File: src/sv/dsa_pkg.sv
// ----------------------------------------------------------------------------
// dsa_pkg
// Shared types and codes of the descriptor slot allocator.
// ----------------------------------------------------------------------------
package dsa_pkg;

  localparam int unsigned IDX_W   = 10;
  localparam int unsigned CAP_W   = 11;
  localparam int unsigned STRD_W  = 16;
  localparam int unsigned ADDR_W  = 64;
  localparam int unsigned CNT_W   = 12;
  localparam int unsigned PROD_W  = IDX_W + STRD_W;
  localparam int unsigned CFG_IDX_W = 3;

  typedef logic [IDX_W-1:0]  slot_idx_t;
  typedef logic [CNT_W-1:0]  free_cnt_t;
  typedef logic [ADDR_W-1:0] addr_t;

  // Operation codes of the input word
  typedef enum logic {
    OP_ALLOC = 1'b0,
    OP_FREE  = 1'b1
  } opcode_t;

  // Result status codes
  typedef enum logic [1:0] {
    ST_OK        = 2'd0,
    ST_HEAP_FULL = 2'd1,
    ST_BAD_HANDLE = 2'd2,
    ST_OVERFLOW  = 2'd3
  } status_t;

  // Configuration register indexes
  typedef enum logic [CFG_IDX_W-1:0] {
    CFG_CAPACITY       = 3'd0,
    CFG_STRIDE_BYTES   = 3'd1,
    CFG_CPU_BASE       = 3'd2,
    CFG_GPU_BASE       = 3'd3,
    CFG_SHADER_VISIBLE = 3'd4
  } cfg_idx_t;

  // Sequencer states
  typedef enum logic [1:0] {
    S_IDLE,
    S_POP,
    S_CALC,
    S_ADD
  } state_t;

  // One operation in flight between decode and address calculation
  typedef struct packed {
    logic      got;       // a slot was handed out
    logic      from_ram;  // slot index comes from the free stack read port
    status_t   status;
    slot_idx_t idx;       // bump slot index when not from_ram
    free_cnt_t free_count;
  } job_t;

endpackage

File: src/sv/dsa_addr_unit.sv
// ----------------------------------------------------------------------------
// dsa_addr_unit
// Slot address generation: registered index times stride, then base add.
// ----------------------------------------------------------------------------
module dsa_addr_unit (
  input  logic                         clk,
  input  logic                         calc_en,
  input  dsa_pkg::job_t                job,
  input  dsa_pkg::slot_idx_t           ram_idx,
  input  logic [dsa_pkg::STRD_W-1:0]   stride,
  input  dsa_pkg::addr_t               cpu_base,
  input  dsa_pkg::addr_t               gpu_base,
  input  logic                         shader_visible,
  output dsa_pkg::slot_idx_t           slot_idx,
  output dsa_pkg::addr_t               cpu_addr,
  output dsa_pkg::addr_t               gpu_addr
);

  dsa_pkg::slot_idx_t              idx_sel;
  logic [dsa_pkg::PROD_W-1:0]      prod_r;
  dsa_pkg::slot_idx_t              idx_r;
  logic                            got_r;
  dsa_pkg::addr_t                  off;

  // Zero the index on a free or a failed allocate
  always_comb begin
    idx_sel = '0;
    if (job.got) begin
      idx_sel = job.from_ram ? ram_idx : job.idx;
    end
  end

  always_ff @(posedge clk) begin
    if (calc_en) begin
      prod_r <= dsa_pkg::PROD_W'(idx_sel) * dsa_pkg::PROD_W'(stride);
      idx_r  <= idx_sel;
      got_r  <= job.got;
    end
  end

  assign off      = dsa_pkg::ADDR_W'(prod_r);
  assign slot_idx = idx_r;
  assign cpu_addr = got_r ? cpu_base + off : '0;
  assign gpu_addr = (got_r && shader_visible) ? gpu_base + off : '0;

endmodule

File: config.mk
export PLATFORM = sky130hd
export DESIGN_NAME = dsa_addr_unit
export DESIGN_NICKNAME = d
export VERILOG_FILES = /design/src/sv/dsa_pkg.sv /design/src/sv/dsa_addr_unit.sv
export SDC_FILE = /design/constraint.sdc
export NUM_CORES = 1
export LEC_CHECK = 0
export BUFFER_PORTS_ARGS = -buffer_cell sky130_fd_sc_hd__buf_2
export CORE_UTILIZATION = 54
export CTS_BUF_LIST = sky130_fd_sc_hd__clkbuf_8
export DETAILED_ROUTE_END_ITERATION = 16
export GPL_TIMING_DRIVEN = 0
export PLACE_DENSITY = 0.82
export SETUP_SLACK_MARGIN = 0.1
export SKIP_LAST_GASP = 1
export SLEW_MARGIN = 20
export SYNTH_ARGS = -nofsm -noshare
export SYNTH_HDL_FRONTEND = slang
export SYNTH_SLANG_ARGS = --single-unit
File: constraint.sdc
create_clock -name clk -period 21.7 [get_ports clk]
set_input_delay 4.34 -clock clk [delete_from_list [all_inputs] [get_ports clk]]
set_output_delay 4.34 -clock clk [all_outputs]
set_load 0.02 [all_outputs]
# == Word-level counts from Yosys, hierarchy flattened ==
# Index checks and enable logic that the tools add are counted.
# classes
addsub,2
multipliers,1
n_mux,4
reduce_logical,1
# op_table
cell,count
64-bit by 26-bit adder with 64-bit output,2
64-bit 2-to-1 mux,2
10-bit by 16-bit multiplier with 26-bit output,1
10-bit 2-to-1 mux,2
1-bit logical AND,1
# word_totals
reg_bits,37
in_bits,183
wordCells,11

# == Depth between registers and ports, before layout ==
# depth
word_depth,3
ltp_mapped,26
ltp_nobuf,22

# == Worst setup path before layout ==
# No wires, ideal clock.
# synth_timing
path_kind,input to output
startpoint,in cpu_base[0]
endpoint,out cpu_addr[52]
arrival_ns,7.239
t_required_ns,17.360
slack_ns,10.121
cell_stages,11
n_path_buf,2
path_cell_list,ha_1 fa_1 a211o_1 a21oi_1 or3_1 a21oi_1 a21oi_1 o31a_1 clkbuf_1 clkbuf_1 o41ai_1
# synth_between
elab_chain_len,2
# synth_lines
item,line_no,source
from (decl),dsa_addr_unit.sv:11,"input dsa_pkg::addr_t cpu_base,"
64-bit by 26-bit adder with 64-bit output,dsa_addr_unit.sv:43,assign cpu_addr = got_r ? cpu_base + off : '0;
64-bit 2-to-1 mux,dsa_addr_unit.sv:43,
to (decl),dsa_addr_unit.sv:15,"output dsa_pkg::addr_t cpu_addr,"
# No other way between the ends.

# == Worst setup path after layout ==
# layout_timing
startpoint,in gpu_base[6]
endpoint,out gpu_addr[41]
# layout_between
elab_chain_len,2
# layout_lines
item,line_no,source
from (decl),dsa_addr_unit.sv:12,"input dsa_pkg::addr_t gpu_base,"
64-bit by 26-bit adder with 64-bit output,dsa_addr_unit.sv:44,assign gpu_addr = (got_r && shader_visible) ? gpu_base + off : '0;
64-bit 2-to-1 mux,dsa_addr_unit.sv:44,
to (decl),dsa_addr_unit.sv:16,output dsa_pkg::addr_t gpu_addr
# No other way between the ends.

==> out/metrics.yaml <==
ir_worst_vdd_uv: 44.6
gp_congestion: 0.990
path_cells: "buf_2 -> ha_1 -> a2111oi_0 -> o21ai_1 -> nand4_1 -> a311o_1 -> a21oi_1 -> o31ai_1 -> clkbuf_1 -> clkbuf_1 -> o21ai_0 -> a21oi_1 -> buf_2"
finalCritPeriodShare: 0.568
htree_levels: 2
max-slew-margin-rel: 0.400
layout_min_cycle_time_ns: 12.33
drt_iter0_drc: 744
die_y_um: 148
cp-end-kind: "output pin"
max_freq_mhz: 81.1
ys_async_sr_fraction: 0
netlist_instances: 1476
holdWs_ns: 4.42
rsz0062_at_grt: "false"
hold_viol: 0
setup_tns_ns: 0
dieArea_mm2: 0.0220
slowest_delay_ns: 0.50
hpwl_mm: 31.0
drc: 0
port_buffers: 291
yosysSeqAreaShare: 0.0962
cts_sinks: 37
cts_tree: "done"
vias_per_cell: 5.90
track_usage: 0.332
ios: 321
crit_cells: 13
post_cts_buffers: 0
hold_path_class: "in -> reg"
min_from: "job[25]"
crit_buf_inv: 4
cts_made_buffers: 5
finalSetupViolCount: 0
core_area_mm2: 0.0210
p_leak_nw: 6.51
area_delta_synth_final_pct: 16.8
cp_data_arrival_time_ns: 7.99
hold_buffers: 0
grt_pass1_vias: 11500
avgSynthCellArea_um2: 7.83
drive_gt1_frac: 0.176
power_density_mw_per_mm2: 82.8
critPathLaunchType: "primary input"
worstMarginPinSlew_ns: 0.900
crit_start: "gpu_base[6]"
dr.pass1.iters: 5
routed_wl_mm: 36.9
status: "completed"
cts_resized: 0
clock_path_buffers: 2
wire_per_inst_um: 18.0
path_max_fanout: 10
overflow: 0
grt_first_pass_wirelength_mm: 58.3
synth-seq-cells: 37
cts_root_buffer: "clkbuf_8"
fin_util: 0.642
synth-edff-count: 37
critPathKind: "in -> out"
critPathRequiredTime_ns: 17.36
cpMaxStageDelayCell: "o31ai_1"
num_rows: 53
start_util: 0.550
yosysUniqueCellTypes: 62
ant_nets: 0
fill_cells: 1882
grt_max_degree: 38
ys.flop_type: "edfxtp_1"
dpl_cell_area_mm2: 0.0134
clkTransAtPathRegs_ns: 0.08
worstSetupEndpoint: "gpu_addr[41]"
final_area_mm2: 0.0135
report.final.slew_viol_count: 0
antenna_found_initial: 3
layout.nets: 2182
netlist_area_mm2: 0.0116
cp_top_family: "compound AO/OA/AOI/OAI gates"
chipWidth_um: 148
syn-num-nets: 1884
maxCapViolCount: 0
vias: 12100
yosysWarnings: 0
[logic make-up after synthesis]
group	after synthesis	synth area share
xor+xnor	88	0.0667
fa+ha+maj	225	0.316
flops	37	0.0962
compound gates	326	0.189
mux	20	0.0173
simple gates	570	0.246
buf+inv	210	0.0682
[synth_stat cells, drive strengths merged, types with 22 or more instances]
master     n  share of area
nand2    164          0.053
inv      145          0.047
nor2     118          0.039
ha       113           0.12
fa       112           0.19
a21oi    106          0.046
and2      95          0.051
o21ai     55          0.024
xnor2     55          0.042
clkbuf    50          0.016
edfxtp    37          0.096
xor2      33          0.025
nand3     32          0.014
a21o      28          0.018
nand4     28          0.015
nor3      24          0.010
a2111oi   22          0.022
[sequential cells by signal, indices dropped and copies added, names as in the netlist]
| register | count |
|---|---|
| got_r | 1 |
| prod_r | 26 |
| slot_idx | 10 |
[layer usage]
metal	track usage	vias up	routed length (um)
met2	0.560	583	17300
met4	0.112	0	1080
met3	0.0436	59	3080
met5	0	-	0
met1	0.438	5749	15400
li1	-	5726	-
[stage by stage]
step	worst slack, ns	power, mW	instances
floorplan	10.12	0.794	1476
global placement	9.46	1.00	2042
detailed placement	9.47	1.03	2042
CTS	9.45	1.11	2050
global route	9.17	1.23	2053
finish	9.37	1.12	2053
[cells in the final DEF (no fill, tap or decap), types with 8 or more instances in the layout]
cell / Yosys / routed
nand4_1: 28 / 28
o21a_1: 14 / 14
nand2b_1: 19 / 19
xnor2_1: 55 / 55
or3_1: 16 / 16
fa_1: 112 / 112
clkbuf_1: 50 / 50
buf_1: 14 / 14
and3_1: 15 / 15
inv_1: 145 / 145
a21o_1: 28 / 28
or4_1: 13 / 13
a211oi_1: 16 / 16
nor2b_1: 17 / 17
and2_1: 95 / 95
nor3_1: 24 / 24
nand2_1: 164 / 164
a2111oi_0: 19 / 19
nor2_1: 117 / 117
edfxtp_1: 37 / 37
o21ai_0: 52 / 52
o41ai_1: 9 / 9
o311ai_0: 8 / 8
o31ai_1: 14 / 14
mux2i_1: 20 / 20
xor2_1: 33 / 33
nand3_1: 32 / 32
nor4_1: 9 / 9
o21bai_1: 13 / 13
a21oi_1: 105 / 105
buf_2: 0 / 291
ha_1: 113 / 113
[power by group]
group / internal, mW / switching, mW / total (mW) / leakage [nW]
clock: 0.0463 / 0.0304 / 0.0768 / 0.0688
sequential: 0.116 / 0.0179 / 0.134 / 0.359
combinational: 0.344 / 0.563 / 0.907 / 6.08
[how the worst min path moves through the flow]
stage                  to  slack (ns)  cells after the start
floorplan           got_r        4.44                      0
global placement    got_r        4.73                      1
detailed placement  got_r        4.73                      1
CTS                 got_r        4.41                      1
global route        got_r        4.42                      1
finish              got_r        4.42                      1
[area by class of cell]
cell class,instances,area [um^2],area share
clock buffers,5,68.8,0.00510
multi-input cells,1229,9650,0.715
repair buffers,291,1460,0.108
clock inverters,3,68.8,0.00510
flip-flops and latches,37,1110,0.0823
plain buffers,64,240,0.0178
well taps,275,344,0.0255
inverters,146,548,0.0406
diodes,3,7.51,0.000556
No activity file was read; power rests on OpenSTA's default activity.
